<file path="config.mk">
export PLATFORM = sky130hd
export DESIGN_NAME = cpts_slot_unit
export DESIGN_NICKNAME = d
export VERILOG_FILES = /design/src/sv/cpts_pkg.sv /design/src/sv/cpts_slot_unit.sv
export SDC_FILE = /design/constraint.sdc
export NUM_CORES = 1
export LEC_CHECK = 0
export ABC_AREA = 1
export BUFFER_PORTS_ARGS = -buffer_cell sky130_fd_sc_hd__buf_2
export CELL_PAD_IN_SITES_DETAIL_PLACEMENT = 1
export CELL_PAD_IN_SITES_GLOBAL_PLACEMENT = 1
export CORE_MARGIN = 5
export CORE_UTILIZATION = 21
export DETAILED_ROUTE_END_ITERATION = 8
export PLACE_DENSITY_LB_ADDON = 0.1
export SLEW_MARGIN = 20
export SYNTH_ARGS = -nofsm -noshare
export SYNTH_HDL_FRONTEND = slang
export SYNTH_SLANG_ARGS = --single-unit
</file>
<file path="constraint.sdc">
create_clock -name vclk -period 1.8
set_input_delay 0.09 -clock vclk [all_inputs]
set_output_delay 0.09 -clock vclk [all_outputs]
set_load 0.02 [all_outputs]
</file>
<file path="src/sv/cpts_pkg.sv">
// Package for the counter-decay priority task scheduler.
// Holds the transfer structs, action codes and run-state codes. No dependencies.
`timescale 1ns / 1ps
package cpts_pkg;

  localparam logic [1:0] ACT_LOAD  = 2'd0;
  localparam logic [1:0] ACT_SCHED = 2'd1;
  localparam logic [1:0] ACT_READ  = 2'd2;

  localparam logic [2:0] ST_RUNNING       = 3'd0;
  localparam logic [2:0] ST_INTERRUPTIBLE = 3'd1;

  localparam logic [31:0] SIG_ALARM_BIT   = 32'h0000_2000;
  localparam logic [31:0] SIG_UNBLOCKABLE = 32'h0004_0100;

  typedef struct packed {
    logic [1:0]  action;
    logic [5:0]  slot;
    logic        in_present;
    logic [2:0]  in_run_state;
    logic [7:0]  in_slice_count;
    logic [6:0]  in_priority;
    logic [31:0] in_alarm_time;
    logic [31:0] in_pending;
    logic [31:0] in_masked;
    logic [31:0] now;
  } req_t;

  typedef struct packed {
    logic [5:0]  chosen_task;
    logic        out_present;
    logic [2:0]  out_run_state;
    logic [7:0]  out_slice_count;
    logic [6:0]  out_priority;
    logic [31:0] out_alarm_time;
    logic [31:0] out_pending;
    logic [31:0] out_masked;
  } rsp_t;

  // One slot record as stored in the table memory.
  typedef struct packed {
    logic [2:0]  run_state;
    logic [7:0]  slice_count;
    logic [6:0]  priority_v;
    logic [31:0] alarm_time;
    logic [31:0] pending;
    logic [31:0] masked;
  } slot_t;

endpackage

</file>
<file path="src/sv/cpts_slot_unit.sv">
// Shared per-slot update unit for the task scheduler: alarm/signal wakeup and
// counter refill for one slot record. Depends on cpts_pkg.
`timescale 1ns / 1ps
module cpts_slot_unit import cpts_pkg::*; (
  input  slot_t       slot_i,
  input  logic [31:0] now_i,
  input  logic        refill_i,
  output slot_t       slot_o
);
  always_comb begin
    slot_o = slot_i;
    if (refill_i) begin
      slot_o.slice_count = (slot_i.slice_count >> 1) + {1'b0, slot_i.priority_v};
    end else begin
      if (slot_i.alarm_time != '0 && slot_i.alarm_time < now_i) begin
        slot_o.pending    = slot_i.pending | SIG_ALARM_BIT;
        slot_o.alarm_time = '0;
      end
      if ((slot_o.pending & ~(slot_i.masked & ~SIG_UNBLOCKABLE)) != '0 &&
          slot_i.run_state == ST_INTERRUPTIBLE) begin
        slot_o.run_state = ST_RUNNING;
      end
    end
  end
endmodule

</file>
**Word-level counts from Yosys, hierarchy flattened**

Cells that the tools add are included.

- Register bits: 0
- Bits in latches: 0
- RAM bits: 0
- Memory bits (read-only): 0
- Input bits: 147
- Output and inout port bits: 114
- Logic and storage cells: 15
- Memories kept: 0

- Add/sub/neg operators: 1
- Multiply operators: 0
- Div/mod/pow operators: 0
- Order comparisons: 1
- Eq/ne operators: 1
- Shift operators: 0
- Multiplexer cells: 6
- Bitwise logic cells: 2
- Reductions and logical operators: 4

Operators by type and width:

| operator | count |
|---|---|
| 64-bit 2-to-1 mux | 3 |
| 32-bit nonzero test | 2 |
| 32-bit bitwise AND | 1 |
| 32-bit less-than comparator | 1 |
| 32-bit NOT | 1 |
| 7-bit by 7-bit adder with 8-bit output | 1 |
| 8-bit 2-to-1 mux | 1 |
| 3-bit 2-to-1 mux | 2 |
| 3-bit by 1-bit == test with 1-bit output (second input constant) | 1 |
| 1-bit logical AND | 2 |

**Depth between registers and ports, before layout**

- Word-level depth: 9
- Depth in mapped cells: 16
- Depth with buffers taken out: 16

**Worst setup path after synthesis**

No wires, ideal clock.

- Kind: input port to output port
- Start point: input port slot_i[96] in the netlist's numbering
- End point: output port slot_o[109] in the netlist's numbering
- Arrival time: 1.626 ns
- Required time: 1.710 ns
- Slack: 0.084 ns
- Cell stages on the path: 11
- Buffers on the path: 0
- Path through: ha_1 -> inv_1 -> fa_1 -> inv_1 -> nand3_1 -> nand2_1 -> nand2_1 -> nand2_1 -> a21oi_1 -> xor2_1 -> o21ai_0

RTL lines:

| what | line | RTL |
|---|---|---|
| start, declared | cpts_slot_unit.sv:5 | `input slot_t slot_i,` |
| end, declared | cpts_slot_unit.sv:8 | `output slot_t slot_o` |

==> impl_metrics.ini <==
[status]
outcome = complete, but fails checks
violations = negative setup slack

[global_routing]
grt_max_degree = 17
grt_pass1_wl_mm = 15.9
grt_pass1_vias = 3408
gr-usage-all-layers_pct = 14.3
gr-total-overflow = 0
grt_antenna_before_repair = 1

[cells_and_area]
final_cell_mix = buf_2, inv_1, nand2_1
drive_gt1_share_pct = 57.9
nets = 805
antenna_cells = 0
syn_to_final_growth_pct = 77.5
fin_area_um2 = 4180
seqCellArea_um2 = 0
seq_cell_count = 0
layout_commonest_cell = buf_2
clkbuf_count = 0
num-fill-cells = 1443

[floorplan]
die_area_um2 = 13400
fp.dieW_um = 116
core_um2 = 10900
io_pins = 261
die_y_um = 116
start_util_pct = 21.5
rows = 38

[detailed_routing]
drt_iter0_markers = 48
num_vias = 3167
wl_per_cell_um = 14.2
postRouteWirelength_mm = 10.7
firstDrtPassIters = 3
ant_nets = 0
drc = 0
routed_via_density = 4.18

[pwr]
pwr-share-comb_pct = 100.0
p_int_w = 0.000603
seq_power_share_pct = 0
p_sw_w = 0.000712
p_leak_nw = 2.59
power_density_nw_per_um2 = 315
swShare_pct = 54.2
power_frac_clock_pct = 0
ir_worst_vdd_v = 0.000145

[setup_path]
arrival_ns = 1.80
critical-path-max-stage-delay_ns = 0.28
crit_chain = buf_8, ha_4, nand2_4, nor2_4, nand4_4, nor4_4, nand2_2, nand3_4, buf_6, buf_12, nand2_2, inv_2, buf_6
critPathMaxFanout = 5
cp_top_family = simple AND/OR/NAND/NOR gates
path_class = input pin to output port
crit_buf_inv = 5
worstSetupStartpointType = input pin
end_kind = output port
worstPathRequired_ns = 1.71
cp_slowest_cell = ha_4

[synth]
synth_area_leaders = buf_4, ha_1, inv_1
synth_area_um2 = 2350
syn_inst = 416
ys_seq_area_share_pct = 0
syn_nets = 602
synth_warnings = 0
yosys.area.top_type = buf_4
yosys.area.top_type_share_pct = 22.3
avgSynthCellArea_um2 = 5.66
synth.distinct_cells = 23

[sta]
hold_slack_ns = 0.180
setup_tns_ns = -1.23
slew_viol_final = 0
min_period_ns = 1.89
max_clock_freq_mhz = 528
layout_setup_ws_ns = -0.0927
fin_crit_sh_pct = 105
worst_slew_pin_slew_ns = 0.443
relSlewSlack_pct = 70.4
setup_viol = 23
finalHoldViolations = 0
grt_setup_unrepaired = yes

[placement]
place.gp.congestion = 0.783
hpwl_mm = 9.29
place_area_um2 = 3350
portBuffers = 257

[hold_path]
hp-class = input pin to output port

[run]
cap_violations = 0
-- path summary, 6_finish.rpt --
path,from,to,slack (ns),depth (start not counted)
hold / removal,slot_i[8],slot_o[8],0.18,0
setup / recovery,slot_i[93],slot_o[68],-0.09,13
-- what timing repair did --
action	4_1_cts	5_1_grt
pin swaps	11	19
hold buffers	0	0
resized for setup	75	107
setup endpoints to repair	34	36
buffers inserted	1	4
gates cloned	3	0
-- power by group through the flow --
stage | Sequential [W] | Clock (W) | Combinational, W
final | 0 | 0 | 0.00131
after global routing | 0 | 0 | 0.00145
after CTS | 0 | 0 | 0.00118
after detailed placement | 0 | 0 | 0.00102
after global placement | 0 | 0 | 0.00100
after floorplan | 0 | 0 | 0.000666
-- cell families after synthesis --
logic type / after synthesis / synth area share, %
AO/OA/AOI/OAI: 47 / 11.2
buffers and inverters: 186 / 41.8
AND/OR/NAND/NOR: 142 / 25.3
adder cells (fa/ha/maj): 39 / 21.1
XOR/XNOR: 2 / 0.744
-- synth_stat cells, drive strengths merged --
cell     instances
ha              38
buf             73
nand3            5
nand4            6
fa               1
nor2            30
o2111ai          4
nand2           93
o22ai            6
nor4             2
clkbuf           3
nor3             6
o21a             2
inv            110
a21oi           23
o21ai           12
xor2             2
-- metrics by stage --
step	setup WS (ns)	total power (W)	utilization, %	cells
global route	-0.167	0.00145	38.2	757
CTS	-0.0558	0.00118	34.2	753
global placement	-0.149	0.00100	30.6	749
detailed placement	-0.131	0.00102	30.6	749
floorplan	0.0845	0.000666	-	416
finish	-0.0927	0.00131	38.2	757
-- metal layers --
| metal | vias up | global-route usage (%) | wire [µm] |
|---|---|---|---|
| met2 | 138 | 29.4 | 5850 |
| met1 | 1429 | 16.3 | 3930 |
| met3 | 2 | 2.25 | 927 |
| li1 | 1596 | - | - |
| met4 | 2 | 0 | 0 |
| met5 | - | 0 | 13 |
-- cell type report --
| cell class | count | area [µm²] | area share (%) |
|---|---|---|---|
| tap | 140 | 175 | 4.19 |
| timing repair buffer | 277 | 1800 | 43.0 |
| multi-input combinational | 230 | 1790 | 42.8 |
| inverter | 110 | 418 | 10.0 |
(Power assumes the default switching activity.)
